[src/qtu_pkg.sv]
// Shared types, constants and codes of the Q-table update block.
package qtu_pkg;

  // Default sizes of the table
  localparam int STATE_BITS_DEF = 12;
  localparam int VALUE_BITS_DEF = 32;

  // Fixed field widths
  localparam int ACTIONS          = 4;
  localparam int ACT_BITS         = 2;
  localparam int FIELD_STATE_BITS = 12;
  localparam int REWARD_BITS      = 32;
  localparam int OUT_VALUE_BITS   = 32;
  localparam int FRAC_BITS        = 16;
  localparam int CFG_INDEX_BITS   = 2;

  // Register indexes
  localparam logic [CFG_INDEX_BITS-1:0] REG_LEARNING_RATE = 2'd0;
  localparam logic [CFG_INDEX_BITS-1:0] REG_DISCOUNT      = 2'd1;

  // Register reset values
  localparam logic [FRAC_BITS-1:0] LEARNING_RATE_RESET = 16'd19661;
  localparam logic [FRAC_BITS-1:0] DISCOUNT_RESET      = 16'd52429;

  typedef struct packed {
    logic [FIELD_STATE_BITS-1:0]   state_index;
    logic [ACT_BITS-1:0]           action_taken;
    logic signed [REWARD_BITS-1:0] reward;
    logic [FIELD_STATE_BITS-1:0]   next_state;
  } in_t;

  typedef struct packed {
    logic signed [OUT_VALUE_BITS-1:0] new_value;
    logic signed [OUT_VALUE_BITS-1:0] next_max_value;
    logic [ACT_BITS-1:0]              next_best_action;
    logic                             saturated;
  } out_t;

  // Controller to datapath
  typedef struct packed {
    logic                clr_wr;
    logic                take_in;
    logic                rd_en;
    logic                rd_cur;
    logic [ACT_BITS-1:0] rd_act;
    logic                cmp_en;
    logic                cmp_first;
    logic [ACT_BITS-1:0] cmp_act;
    logic                cap_cur;
    logic                calc_td;
    logic                calc_step;
    logic                write_back;
  } cmd_t;

  // Datapath to controller
  typedef struct packed {
    logic clr_last;
  } stat_t;

endpackage

[src/qtu_dp.sv]
// Datapath of the Q-table update: operand registers, max search, two fraction multiplies.
module qtu_dp #(
  parameter int STATE_BITS = qtu_pkg::STATE_BITS_DEF,
  parameter int VALUE_BITS = qtu_pkg::VALUE_BITS_DEF
) (
  input  logic                                 clk,
  input  logic                                 rst,
  input  qtu_pkg::cmd_t                        cmd,
  output qtu_pkg::stat_t                       stat,
  input  qtu_pkg::in_t                         in_data,
  output qtu_pkg::out_t                        out_data,
  input  logic                                 cfg_valid,
  input  logic [qtu_pkg::CFG_INDEX_BITS-1:0]   cfg_index,
  input  logic [qtu_pkg::FRAC_BITS-1:0]        cfg_data,
  output logic                                 mem_we,
  output logic [STATE_BITS+qtu_pkg::ACT_BITS-1:0] mem_waddr,
  output logic [VALUE_BITS-1:0]                mem_wdata,
  output logic                                 mem_re,
  output logic [STATE_BITS+qtu_pkg::ACT_BITS-1:0] mem_raddr,
  input  logic [VALUE_BITS-1:0]                mem_rdata
);
  import qtu_pkg::*;

  localparam int AW  = STATE_BITS + ACT_BITS;
  localparam int SXW = (STATE_BITS > FIELD_STATE_BITS) ? STATE_BITS : FIELD_STATE_BITS;
  localparam int SW  = ((VALUE_BITS > REWARD_BITS) ? VALUE_BITS : REWARD_BITS) + 2;
  localparam int NW  = SW + 1;
  localparam int OW  = (VALUE_BITS > OUT_VALUE_BITS) ? VALUE_BITS : OUT_VALUE_BITS;
  localparam logic signed [NW-1:0] VMAX = NW'({1'b0, {(VALUE_BITS-1){1'b1}}});
  localparam logic signed [NW-1:0] VMIN = ~VMAX;

  // Configuration
  logic [FRAC_BITS-1:0] lr, disc;

  // Captured item
  logic [STATE_BITS-1:0]         s, sn;
  logic [ACT_BITS-1:0]           a;
  logic signed [REWARD_BITS-1:0] r;

  // Working values
  logic signed [VALUE_BITS-1:0] best, cur, gm;
  logic [ACT_BITS-1:0]          best_a;
  logic signed [SW-1:0]         td, step;
  logic [AW-1:0]                clr_cnt;

  logic [SXW-1:0]                 s_ext, sn_ext;
  logic signed [VALUE_BITS-1:0]   rd_val;
  logic signed [VALUE_BITS+16:0]  prod_g;
  logic signed [SW+16:0]          prod_a;
  logic signed [NW-1:0]           sum;
  logic signed [VALUE_BITS-1:0]   nv;
  logic                           sat;
  logic signed [OW-1:0]           nv_ext, best_ext;

  assign s_ext  = SXW'(in_data.state_index);
  assign sn_ext = SXW'(in_data.next_state);
  assign rd_val = $signed(mem_rdata);

  // Fraction products, floor of the scaled result
  assign prod_g = $signed({1'b0, disc}) * best;
  assign prod_a = $signed({1'b0, lr}) * td;

  // New value with clamp to the value range
  assign sum = NW'(cur) + NW'(step);
  always_comb begin
    sat = 1'b0;
    nv  = sum[VALUE_BITS-1:0];
    if (sum > VMAX) begin
      nv  = VMAX[VALUE_BITS-1:0];
      sat = 1'b1;
    end else if (sum < VMIN) begin
      nv  = VMIN[VALUE_BITS-1:0];
      sat = 1'b1;
    end
  end

  assign nv_ext   = OW'(nv);
  assign best_ext = OW'(best);

  // Memory ports
  assign mem_re    = cmd.rd_en;
  assign mem_raddr = cmd.rd_cur ? {s, a} : {sn, cmd.rd_act};
  assign mem_we    = cmd.clr_wr || cmd.write_back;
  assign mem_waddr = cmd.clr_wr ? clr_cnt : {s, a};
  assign mem_wdata = cmd.clr_wr ? '0 : nv;

  assign stat.clr_last = &clr_cnt;

  // Configuration registers and clear sweep
  always_ff @(posedge clk) begin
    if (rst) begin
      lr      <= LEARNING_RATE_RESET;
      disc    <= DISCOUNT_RESET;
      clr_cnt <= '0;
    end else begin
      if (cfg_valid) begin
        case (cfg_index)
          REG_LEARNING_RATE: lr   <= cfg_data;
          REG_DISCOUNT:      disc <= cfg_data;
          default: ;
        endcase
      end
      if (cmd.clr_wr) begin
        clr_cnt <= clr_cnt + 1'b1;
      end
    end
  end

  // Operand and result registers
  always_ff @(posedge clk) begin
    if (cmd.take_in) begin
      s  <= s_ext[STATE_BITS-1:0];
      sn <= sn_ext[STATE_BITS-1:0];
      a  <= in_data.action_taken;
      r  <= in_data.reward;
    end
    // Running maximum, lowest action wins ties
    if (cmd.cmp_en && (cmd.cmp_first || rd_val > best)) begin
      best   <= rd_val;
      best_a <= cmd.cmp_act;
    end
    if (cmd.cap_cur) begin
      cur <= rd_val;
      gm  <= prod_g[VALUE_BITS+15:16];
    end
    if (cmd.calc_td) begin
      td <= SW'(r) + SW'(gm) - SW'(cur);
    end
    if (cmd.calc_step) begin
      step <= prod_a[SW+15:16];
    end
    if (cmd.write_back) begin
      out_data.new_value        <= nv_ext[OUT_VALUE_BITS-1:0];
      out_data.next_max_value   <= best_ext[OUT_VALUE_BITS-1:0];
      out_data.next_best_action <= best_a;
      out_data.saturated        <= sat;
    end
  end

endmodule

[config.mk]
export PLATFORM = sky130hd
export DESIGN_NAME = qtu_dp
export DESIGN_NICKNAME = d
export VERILOG_FILES = /design/src/qtu_pkg.sv /design/src/qtu_dp.sv
export SDC_FILE = /design/constraint.sdc
export NUM_CORES = 2
export LEC_CHECK = 0
export ABC_AREA = 1
export BUFFER_PORTS_ARGS = -buffer_cell sky130_fd_sc_hd__buf_4
export CAP_MARGIN = 15
export CORE_MARGIN = 4
export CORE_UTILIZATION = 31
export CTS_BUF_LIST = sky130_fd_sc_hd__clkbuf_16
export CTS_CLUSTER_SIZE = 40
export DETAILED_ROUTE_END_ITERATION = 10
export GPL_ROUTABILITY_DRIVEN = 0
export PLACE_DENSITY = 0.43
export SLEW_MARGIN = 20
export SYNTH_ARGS = -nofsm -noshare
export SYNTH_HDL_FRONTEND = slang
export SYNTH_SLANG_ARGS = --single-unit
[constraint.sdc]
create_clock -name clk -period 11.29 [get_ports clk]
set_input_delay 1.129 -clock clk [delete_from_list [all_inputs] [get_ports clk]]
set_output_delay 1.129 -clock clk [all_outputs]
set_load 0.01 [all_outputs]
==> metrics.md <==
| Metric | Value |
|---|---|
| GRT Util Overall | 19.9% |
| Post-CTS sizing | 0 |
| Setup crit end kind | flop |
| Routed Wire Length | 181 mm |
| WP buf/inv | 5 |
| Die area | 184000 um^2 |
| Clock sinks | 337 |
| Worst Hold Class | flop to flop |
| Commonest non-fill, non-tap cells in the layout | inv_1 (1921), nand2_1 (1642), fa_1 (1025) |
| Met2 wire len | 95.1 mm |
| Critical Path AT | 7.29 ns |
| Setup_tns | 0 ns |
| Post-layout min period | 6.85 ns |
| Number of nets in the layout | 8209 |
| Fmax | 0.146 GHz |
| Crit Path Category | flop to flop |
| Post-synthesis sequential area ratio | 17.6% |
| Commonest non-fill, non-tap cell in the layout | inv_1 |
| Dpl cell area | 59300 um^2 |
| EDFF count, synth | 291 |
| Share of layout cells above drive strength 1 | 6.37% |
| CTS max path bufs | 3 |
| Initial Utilization | 31.2% |
| WP depth | 20 |
| Final instance area | 60600 um^2 |
| Filler instances | 18700 |
| Clk root buf | clkbuf_16 |
| Final Hold Fails | 0 |
| Core area | 176000 um^2 |
| Status | complete, no violations |
| Inserted Clock Buffers | 41 |
| Worst r2r src | lr[2]$_SDFFE_PP1P_ |
| 1st-iter DRT viols | 2184 |
| Final setup vio count | 0 |
| MaxCap Viol Count | 0 |
| Flop-to-flop setup slack | 4.44 ns |
| Setup Buffers After CTS | 0 |
| Ordered cell list for the critical path | nand2_1, inv_1, fa_1, inv_1, fa_1, inv_1, fa_1, fa_1, fa_1, inv_1, fa_1, inv_1, ha_1, nand2_1, nor2_1, nand2_1, nor3_1, o21ai_0, nand3_1, xor2_1 |
| Top sig layer | met5 |
| WL met3 | 5.17 mm |
| H-Tree Depth | 2 |
| Die width | 429 um |
| DRT antenna net count | 0 |
| Worst-path fanout max | 35 |
| Die H | 429 um |
| CP peak stage delay | 0.98 ns |
| Mapped Cells | 6645 |
| Worst EP required | 11.73 ns |
| 1st-pass router iterations | 6 |
| Max Slew Vio Count | 0 |
| Hold-fix buffers at CTS | 0 |
| Most frequent CP cell | fa_1 |
| Synth Area per Inst | 8.28 um^2 |
| Rel. slew slack | 25.2% |
| Via count | 41600 |
| Buffers added on ports | 252 |
| Cell depth of the worst flop-to-flop path | 20 |
| Largest net degree at the start of global routing | 65 |
| IO Count | 255 |
| Row count | 154 |
| Clk pin slew, worst setup/hold paths | 0.07 ns |
| Post-Syn Area | 55000 um^2 |
| Synth warnings | 0 |
| Synth cell types | 48 |
| Antenna violations before repair | 3 |
| WHS Path Cells | 0 |
| Min-Delay Startpoint | best_a[0]$_DFFE_PP_ |
| Global route overflow | 0 |
| Area growth, synth to finish | 10.2% |
| Vias in the first global route | 45600 |
| DRC | 0 |
| Worst hold endpoint | out_data[1]$_DFFE_PP_ |
| RSZ-0062 raised after global routing | false |
| Worst skew pair latency | 0.61 ns |
| Worst reg2reg endpoint | step[27]$_DFFE_PP_ |
| Synth Net Count | 8124 |
| Worst Tran Pin Value | 1.12 ns |
| Wl on met1 | 74.6 mm |
| TritonCTS clock tree | done |
| Synth Flop Type | edfxtp_1 |
| #FFs+latches synth | 337 |
| Slowest CP cell | dfxtp_2 |
| Crit path launch type | flop |
| Final Skew | 0.0260 ns |
| CP startpoint | lr[2]$_SDFFE_PP1P_ |
| Global-route wire length before repair | 280 mm |
| WL/cell | 19.9 um |
| Async S/R FF share, synth | 0% |
| Family with the most delay on the worst path | adder cells |
| Detailed placement HPWL | 147 mm |
| Via density | 4.57 |
| Period Utilization, post-route | 60.7% |
[metal layers]
layer	track usage [%]	vias up
met5	0	-
met4	6.27	2
met3	1.60	216
met2	37.0	747
met1	24.3	21200
li1	-	19400
[Yosys cell counts (20+ instances only)]
cell type	instances	share of area (%)
o21ai_0	143	1.3
o21bai_1	33	0.45
xor2_1	84	1.3
ha_1	329	7.5
clkbuf_1	271	1.8
fa_1	1025	37
nor2_1	266	1.8
dfxtp_1	46	1.7
edfxtp_1	291	16
a21o_1	27	0.37
inv_1	1913	13
nand2_1	1642	11
xnor2_1	53	0.84
a21oi_1	234	2.1
nand3_1	92	0.84
nor3_1	46	0.42
a31oi_1	20	0.23
[stage by stage]
| stage | utilization [%] | setup slack, ns | instances | hold WS, ns |
|---|---|---|---|---|
| 6_report | 34.4 | 4.44 | 9104 | 0.423 |
| 2_1_floorplan | - | 5.49 | 6645 | 0.400 |
| 3_5_place_dp | 33.6 | 4.43 | 9027 | 0.407 |
| 4_1_cts | 34.4 | 4.40 | 9103 | 0.422 |
| 3_3_place_gp | 33.6 | 4.42 | 9027 | 0.401 |
| 5_1_grt | 34.4 | 3.98 | 9104 | 0.430 |
[final cells by class]
type	instances	area, um^2	share of cell area (%)
Inverter	1915	7190	11.9
Sequential cell	337	9670	16.0
Clock buffer	41	1030	1.69
Antenna cell	1	2.50	0.00413
Tap cell	2340	2930	4.83
Multi-Input combinational cell	4111	37100	61.2
Clock inverter	35	284	0.469
Timing Repair Buffer	324	2430	4.01
[worst max path at each step]
stage / endpoint / slack (ns)
after floorplan: gm[30]$_DFFE_PP_ / 5.49
after global placement: step[32]$_DFFE_PP_ / 4.42
after detailed placement: step[32]$_DFFE_PP_ / 4.43
after CTS: step[32]$_DFFE_PP_ / 4.40
after global routing: step[27]$_DFFE_PP_ / 3.98
final: step[27]$_DFFE_PP_ / 4.44
[cells by family after synthesis]
family,after synthesis,share of synthesized area [%]
mux,14,0.287
compound gates,504,5.15
flops,337,17.6
buf+inv,2197,15.1
xor+xnor,137,2.18
simple gates,2102,15.0
fa+ha+maj,1354,44.8
[registers in the layout (all words and copies together), names as in the netlist]
register and flops:
sn 12, r 32, cur 32, best 32
disc 16, best_a 2, lr 16, a 2
step 34, clr_cnt 14, gm 32, out_data 67
td 34, s 12
Power is left out: the tool's default activity adds up to more than one toggle a clock period on the data nets, which glitch-free logic cannot reach.
