<file path="src/qtu_pkg.sv">
// Shared types, constants and codes of the Q-table update block.
package qtu_pkg;

  // Default sizes of the table
  localparam int STATE_BITS_DEF = 12;
  localparam int VALUE_BITS_DEF = 32;

  // Fixed field widths
  localparam int ACTIONS          = 4;
  localparam int ACT_BITS         = 2;
  localparam int FIELD_STATE_BITS = 12;
  localparam int REWARD_BITS      = 32;
  localparam int OUT_VALUE_BITS   = 32;
  localparam int FRAC_BITS        = 16;
  localparam int CFG_INDEX_BITS   = 2;

  // Register indexes
  localparam logic [CFG_INDEX_BITS-1:0] REG_LEARNING_RATE = 2'd0;
  localparam logic [CFG_INDEX_BITS-1:0] REG_DISCOUNT      = 2'd1;

  // Register reset values
  localparam logic [FRAC_BITS-1:0] LEARNING_RATE_RESET = 16'd19661;
  localparam logic [FRAC_BITS-1:0] DISCOUNT_RESET      = 16'd52429;

  typedef struct packed {
    logic [FIELD_STATE_BITS-1:0]   state_index;
    logic [ACT_BITS-1:0]           action_taken;
    logic signed [REWARD_BITS-1:0] reward;
    logic [FIELD_STATE_BITS-1:0]   next_state;
  } in_t;

  typedef struct packed {
    logic signed [OUT_VALUE_BITS-1:0] new_value;
    logic signed [OUT_VALUE_BITS-1:0] next_max_value;
    logic [ACT_BITS-1:0]              next_best_action;
    logic                             saturated;
  } out_t;

  // Controller to datapath
  typedef struct packed {
    logic                clr_wr;
    logic                take_in;
    logic                rd_en;
    logic                rd_cur;
    logic [ACT_BITS-1:0] rd_act;
    logic                cmp_en;
    logic                cmp_first;
    logic [ACT_BITS-1:0] cmp_act;
    logic                cap_cur;
    logic                calc_td;
    logic                calc_step;
    logic                write_back;
  } cmd_t;

  // Datapath to controller
  typedef struct packed {
    logic clr_last;
  } stat_t;

endpackage

</file>
<file path="src/qtu_ctrl.sv">
// Sequencer of the Q-table update: clear sweep, row reads, arithmetic steps, write-back.
module qtu_ctrl (
  input  logic          clk,
  input  logic          rst,
  input  logic          in_valid,
  output logic          in_ready,
  output logic          out_valid,
  input  logic          out_ready,
  output qtu_pkg::cmd_t cmd,
  input  qtu_pkg::stat_t stat
);
  import qtu_pkg::*;

  localparam logic [2:0] S_CLEAR = 3'd0;
  localparam logic [2:0] S_IDLE  = 3'd1;
  localparam logic [2:0] S_ROW   = 3'd2;
  localparam logic [2:0] S_CUR   = 3'd3;
  localparam logic [2:0] S_LOAD  = 3'd4;
  localparam logic [2:0] S_DIFF  = 3'd5;
  localparam logic [2:0] S_SCALE = 3'd6;
  localparam logic [2:0] S_WRITE = 3'd7;

  logic [2:0]          state, state_next;
  logic [ACT_BITS-1:0] cnt, cnt_next;
  logic                pend, pend_next;
  logic [ACT_BITS-1:0] pend_act, pend_act_next;
  logic                out_valid_next;
  logic                out_free;

  assign out_free = !out_valid || out_ready;

  // Next state and commands
  always_comb begin
    state_next     = state;
    cnt_next       = cnt;
    pend_next      = 1'b0;
    pend_act_next  = cnt;
    out_valid_next = out_valid && !out_ready;
    in_ready       = 1'b0;
    cmd            = '0;
    cmd.cmp_en     = pend;
    cmd.cmp_act    = pend_act;
    cmd.cmp_first  = (pend_act == '0);
    case (state)
      S_CLEAR: begin
        cmd.clr_wr = 1'b1;
        if (stat.clr_last) begin
          state_next = S_IDLE;
        end
      end
      S_IDLE: begin
        in_ready = 1'b1;
        if (in_valid) begin
          cmd.take_in = 1'b1;
          cnt_next    = '0;
          state_next  = S_ROW;
        end
      end
      S_ROW: begin
        // Issue one read of the next state's row per cycle
        cmd.rd_en     = 1'b1;
        cmd.rd_act    = cnt;
        pend_next     = 1'b1;
        pend_act_next = cnt;
        cnt_next      = cnt + 1'b1;
        if (cnt == ACT_BITS'(ACTIONS - 1)) begin
          state_next = S_CUR;
        end
      end
      S_CUR: begin
        cmd.rd_en  = 1'b1;
        cmd.rd_cur = 1'b1;
        state_next = S_LOAD;
      end
      S_LOAD: begin
        cmd.cap_cur = 1'b1;
        state_next  = S_DIFF;
      end
      S_DIFF: begin
        cmd.calc_td = 1'b1;
        state_next  = S_SCALE;
      end
      S_SCALE: begin
        cmd.calc_step = 1'b1;
        state_next    = S_WRITE;
      end
      S_WRITE: begin
        // Hold until the output register is free
        if (out_free) begin
          cmd.write_back = 1'b1;
          out_valid_next = 1'b1;
          state_next     = S_IDLE;
        end
      end
      default: begin
        state_next = S_IDLE;
      end
    endcase
  end

  always_ff @(posedge clk) begin
    if (rst) begin
      state     <= S_CLEAR;
      cnt       <= '0;
      pend      <= 1'b0;
      pend_act  <= '0;
      out_valid <= 1'b0;
    end else begin
      state     <= state_next;
      cnt       <= cnt_next;
      pend      <= pend_next;
      pend_act  <= pend_act_next;
      out_valid <= out_valid_next;
    end
  end

endmodule

</file>
<file path="config.mk">
export PLATFORM = sky130hd
export DESIGN_NAME = qtu_ctrl
export DESIGN_NICKNAME = d
export VERILOG_FILES = /design/src/qtu_pkg.sv /design/src/qtu_ctrl.sv
export SDC_FILE = /design/constraint.sdc
export NUM_CORES = 1
export LEC_CHECK = 0
export BUFFER_PORTS_ARGS = -buffer_cell sky130_fd_sc_hd__buf_2
export CAP_MARGIN = 20
export CORE_AREA = 2 2 39 41
export DETAILED_ROUTE_END_ITERATION = 10
export DIE_AREA = 0 0 41 43
export HOLD_SLACK_MARGIN = 0.05
export PLACE_DENSITY = 0.72
export RECOVER_POWER = 100
export SLEW_MARGIN = 20
export SYNTH_ARGS = -nofsm -noshare
export SYNTH_HDL_FRONTEND = slang
export SYNTH_SLANG_ARGS = --single-unit
</file>
<file path="constraint.sdc">
create_clock -name clk -period 5.16 [get_ports clk]
set_input_delay 0.258 -clock clk [delete_from_list [all_inputs] [get_ports clk]]
set_output_delay 0.258 -clock clk [all_outputs]
set_load 0.02 [all_outputs]
</file>
==> results of run 1 <==
[worst register-to-register path, stage by stage, from the launching register on]
cell and delay [ns]:
dfxtp_1 0.37, inv_1 0.09, ha_1 0.30, and2b_2 0.23
a2111oi_0 1.04, o22ai_1 0.26, a21oi_1 0.18
[routing by layer]
metal  part of all wire [%]  track usage [%]
met1                     49             17.5
met2                     44             19.7
met3                    5.9             2.09
met4                    1.3             9.33
met5                      0                0
[cell type report]
class,count,area [um2],share of cell area (%)
sequential,9,180,27.5
inverter,5,18.8,2.87
multi-input combinational,51,329,50.3
timing repair buffer,20,80.1,12.2
tap,16,20.0,3.06
clock buffer,4,26.3,4.02
[path summary, 6_finish.rpt]
check	start	end	slack, ns	cells after the start
min	rst	state[2]	0.30	2
max	state[0]	state[2]	2.63	6
min reg2reg	cnt[1]	pend_act[1]	0.49	2
max reg2reg	state[0]	state[2]	2.63	6
[power breakdown]
part	total, mW	switching, mW	internal, mW
Clock	0.0558	0.0260	0.0298
Sequential	0.0949	0.0116	0.0833
Combinational	0.163	0.104	0.0587
Total	0.313	0.141	0.172
[stage by stage]
| step | util [%] | cells | power, mW |
|---|---|---|---|
| 2_1_floorplan | - | 68 | 0.244 |
| 3_3_place_gp | 48.7 | 101 | 0.280 |
| 3_5_place_dp | 48.7 | 101 | 0.282 |
| 4_1_cts | 50.6 | 105 | 0.339 |
| 5_1_grt | 47.3 | 105 | 0.339 |
| 6_report | 47.3 | 105 | 0.313 |
[state kept, by name, indices dropped and copies added (netlist names)]
| register | count |
|---|---|
| cnt | 2 |
| out_valid | 1 |
| state | 3 |
| pend | 1 |
| pend_act | 2 |
[Yosys cell counts (all sizes together)]
cell type | n | area [um2]
a2111oi | 1 | 27.5
a21boi | 1 | 7.51
a21oi | 4 | 20.0
and2 | 4 | 26.3
and2b | 2 | 18.8
buf | 1 | 7.51
clkbuf | 2 | 7.51
dfxtp | 9 | 180
ha | 5 | 62.6
inv | 5 | 18.8
nand2 | 3 | 11.3
nand2b | 1 | 6.26
nand3 | 1 | 5.00
nor2 | 14 | 55.1
nor2b | 5 | 33.8
nor3 | 1 | 5.00
nor3b | 1 | 7.51
o21ai | 1 | 5.00
o22ai | 1 | 6.26
o31a | 1 | 10.0
o31ai | 2 | 15.0
o41ai | 2 | 25.0
or4 | 1 | 7.51
[cells in the final DEF, fill, tap and decap left out, types with 2 or more instances in the layout]
master / instances
clkbuf_1: 17
nor2_1: 13
dfxtp_1: 9
inv_1: 5
ha_1: 5
nor2b_1: 4
a21oi_1: 4
buf_2: 4
and2_1: 3
nand2_1: 3
clkbuf_4: 3
o31ai_1: 2
o41ai_1: 2
[kinds of logic (layout without fill, tap and decap cells)]
kind of cell,Yosys count,count (layout),share of synthesized area [%]
AND/OR/NAND/NOR,33,33,31.0
AO/OA/AOI/OAI,13,13,20.4
flip-flops,9,9,31.6
buffers and inverters,8,29,5.94
adder cells (fa/ha/maj),5,5,11.0
==> flow_summary.yaml, run 1 <==
placement:
  dp_hpwl_um: 832
  pre_cts_slack_ns: 3.33
  placed_area_um2: 674
  io_buffers: 20
  place.gp.congestion: 0.698
grt:
  grt_pass1_vias: 424
  grt_overflow_total: 0
  antenna_found_initial: 0
  grt_max_degree: 18
  grtUsageTotal_pct: 13.6
  grt_pass1_wl_um: 1700
clock_network:
  cts_tree: "built"
  htreeDepth: 1
  clock_path_buffers: 2
  postCtsHoldBufs: 0
  postCtsSetupRepairBufs: 0
  clock_latency_ns: 0.26
  path_clk_slew_ns: 0.07
  clock_sinks: 9
  cts_resized: 0
  cts_root_buf: "clkbuf_4"
  cts_buffers: 3
setup_path:
  path_delay_family: "compound AO/OA/AOI/OAI gates"
  endpoint_kind: "flop"
  crit_type: "flop to flop"
  cp_num_buf_inv: 1
  cp.required_ns: 5.36
  critPathMaxStageDelay_ns: 1.04
  worst_path_max_delay_cell: "a2111oi_0"
  crit_arrival_ns: 2.72
  crit_chain: "inv_1 > ha_1 > and2b_2 > a2111oi_0 > o22ai_1 > a21oi_1"
  critPathLaunchType: "flop"
  path_max_fanout: 8
timing:
  fmax_ghz: 0.396
  finalCritPeriodShare_pct: 49.0
  hold_viol: 0
  setup_tns_ns: 0
  setup_viol: 0
  rsz0062_at_grt: "no"
  finClkSkew_ns: 0.00458
  tightestPinTransition_ns: 1.27
  maxSlewHeadroom_pct: 13.4
  layout_setup_ws_ns: 2.63
  fin_crit_ns: 2.53
  holdWs_ns: 0.298
  maxSlewViolCount: 0
detailed_routing:
  wl_per_cell_um: 11.2
  drt-vias-per-instance: 4.98
  drt-pass1-iter-count: 4
  route.final.wire_length_um: 1170
  drtIter0Drc: 7
  route.detailed.drc: 0
  vias: 523
  antenna_left: 0
yosys:
  syn_area_um2: 569
  syn_area_per_cell_um2: 8.37
  yosys_warnings: 0
  syn_nets: 78
  ys_types: 28
  ys_ff_latch: 9
  ys_seq_area_share_pct: 31.6
  synth_cells: 68
layout:
  area_growth_pct: 14.9
  final_area_um2: 654
  fill_cells: 154
  diodes: 0
  layout-drive-gt1-share_pct: 14.6
  nets: 100
floorplanning:
  ios: 21
  die_area_mm2: 0.00176
  die_h_um: 43
  core_area_mm2: 0.00138
  core.rowCount: 14
  dieWidth_um: 41
  start_util_pct: 41.1
power:
  vdd_drop_max_uv: 181
  power_per_cell_area_mw_per_mm2: 479
  p_leak_nw: 0.265
hold_path:
  holdCritPathClass: "input pin to flop"
flow_run:
  maxCapViolations: 0
status:
  outcome: "completed"
Note: power is estimated with default switching activity, not from simulation.
==> run 2: changes to the inputs <==
- ABC_AREA: unset -> 1
- CORE_AREA: 2 2 39 41 -> unset
- CORE_UTILIZATION: unset -> 41
- DIE_AREA: 0 0 41 43 -> unset
- PLACE_DENSITY: 0.72 -> 0.73
- clock period: 5.16 -> 2.1 ns (I/O delays scaled with it)
==> flow_summary.yaml, run 2 <==
status:
  outcome: "completed"
layout:
  final_area_um2: 658
  layout-drive-gt1-share_pct: 8.26
  area_growth_pct: 21.8
  final_cells: 123
  regMostFlops: "state"
  layout_common_cells: "nand2_1 (23), nor2_1 (20), clkbuf_1 (18), inv_1 (17), dfxtp_1 (9)"
  reg.largest.list: "state (3), cnt (2), pend_act (2)"
  nets: 120
  postLayoutCoreUtil_pct: 56.2
  final_common_cell: "nand2_1"
  diodes: 0
  largest_reg_flops: 3
yosys:
  ys_types: 14
  ys_seq_area_share_pct: 33.3
  synth_top_area_share_pct: 33.3
  syn_area_um2: 541
  syn_area_per_cell_um2: 6.36
  ys_ff_latch: 9
  yosys_warnings: 0
  synthTopCellsByCount: "nand2_1 (23), nor2_1 (19), inv_1 (17)"
  synth_flop_cell: "dfxtp_1"
  ys_async_sr_fraction_pct: 0
  synth_edf_count: 0
  syn_nets: 95
  synth_top_cell_by_area: "dfxtp_1"
  synth.top_cells.by_area: "dfxtp_1 (33%), nand2_1 (16%), nor2_1 (13%)"
  synth_cells: 85
  yosysMostFrequentCell: "nand2_1"
power:
  power_per_cell_area_mw_per_mm2: 1260
  p_leak_nw: 0.382
  vdd_drop_max_uv: 769
  finalPower_mw: 0.831
timing:
  fmax_ghz: 0.635
  rsz0062_at_grt: "no"
  layout_setup_ws_ns: 0.526
  finalCritPeriodShare_pct: 75.0
  setup_tns_ns: 0
  fin_crit_ns: 1.57
  tightestPinTransition_ns: 0.390
  setup_viol: 0
  maxSlewHeadroom_pct: 73.9
  hold_viol: 0
  finClkSkew_ns: 0.00287
  maxSlewViolCount: 0
  holdWs_ns: 0.142
setup_path:
  path_max_fanout: 5
  crit_arrival_ns: 1.47
  endpoint_kind: "output pin"
  critPathLaunchType: "flop"
  cp.required_ns: 2.00
  crit_type: "flop to output pin"
detailed_routing:
  vias: 556
  antenna_left: 0
  drt-vias-per-instance: 4.52
  drtIter0Drc: 12
  route.final.wire_length_um: 1160
  route.detailed.drc: 0
  drt-pass1-iter-count: 4
  wl_per_cell_um: 9.42
grt:
  grt_overflow_total: 0
  grt_pass1_wl_um: 1760
  grt_max_degree: 8
  grtUsageTotal_pct: 17.7
  grt_pass1_vias: 472
  antenna_found_initial: 0
placement:
  place.gp.congestion: 0.880
  dp_hpwl_um: 878
  dp_cells: 118
  io_buffers: 20
  placed_area_um2: 651
  pre_cts_slack_ns: 0.756
flow_run:
  maxCapViolations: 0
clock_network:
  clock_path_buffers: 2
  cts_tree: "built"
  cts_resized: 0
  clock_latency_ns: 0.26
  htreeDepth: 1
  clock_sinks: 9
  path_clk_slew_ns: 0.06
  cts_buffers: 3
  cts_root_buf: "clkbuf_4"
  postCtsHoldBufs: 1
  postCtsSetupRepairBufs: 0
floorplanning:
  core_area_mm2: 0.00117
  start_util_pct: 46.2
  core.rowCount: 12
  die_area_mm2: 0.00147
  die_h_um: 38.3
  dieWidth_um: 38.3
  ios: 21
hold_path:
  holdCritPathClass: "input pin to flop"
## run 2: cell types whose count changed after synthesis, sizes merged, moves of 4 or more
cell   change
nand2     +21
inv       +13
nor2       +6
nor2b      -5
a21oi      -4
and2       -4
nand3      +4
## run 2: layout make-up
| type | count | area [um2] |
|---|---|---|
| fillers | 129 | 513 |
| flip-flops and latches | 9 | 180 |
| inverters | 18 | 67.6 |
| well taps | 14 | 17.5 |
| clock buffers | 4 | 26.3 |
| repair buffers | 21 | 88.8 |
| multi-input cells | 57 | 278 |
## run 2: cell families (layout without fill, tap and decap cells)
group | count (synthesis) | count (layout) | synth area share (%)
adder cells (fa/ha/maj) | 5 | 5 | 11.6
AO/OA/AOI/OAI | 1 | 1 | 0.925
buffers and inverters | 19 | 43 | 13.9
AND/OR/NAND/NOR | 51 | 51 | 40.3
flip-flops | 9 | 9 | 33.3
## run 2: path summary, 6_finish.rpt
| check | startpoint | to | slack (ns) | depth (start not counted) |
|---|---|---|---|---|
| max reg2reg | state[0] | state[2] | 0.59 | 8 |
| max | state[0] | cmd[8] | 0.53 | 5 |
| min | out_ready | out_valid | 0.14 | 4 |
| min reg2reg | cnt[1] | pend_act[1] | 0.47 | 2 |
## run 2: worst max-delay path, cell delays in order (launching register included)
cell and delay (ns):
dfxtp_1 0.34, inv_1 0.08, ha_1 0.22, nand2_1 0.16
nor2_1 0.14, clkbuf_1 0.25
## run 2: report_power, final
part / total [mW] / internal (mW) / switching (mW)
Clock: 0.138 / 0.0734 / 0.0647
Combinational: 0.449 / 0.140 / 0.309
Sequential: 0.244 / 0.209 / 0.0346
## run 2: layer usage
layer / wire [um] / global-route usage, % / vias to the layer above
met1: 543 / 21.5 / 238
met4: 6 / 12.5 / 0
li1: - / - / 294
met3: 61 / 4.07 / 4
met2: 548 / 27.1 / 20
met5: 0 / 0 / -
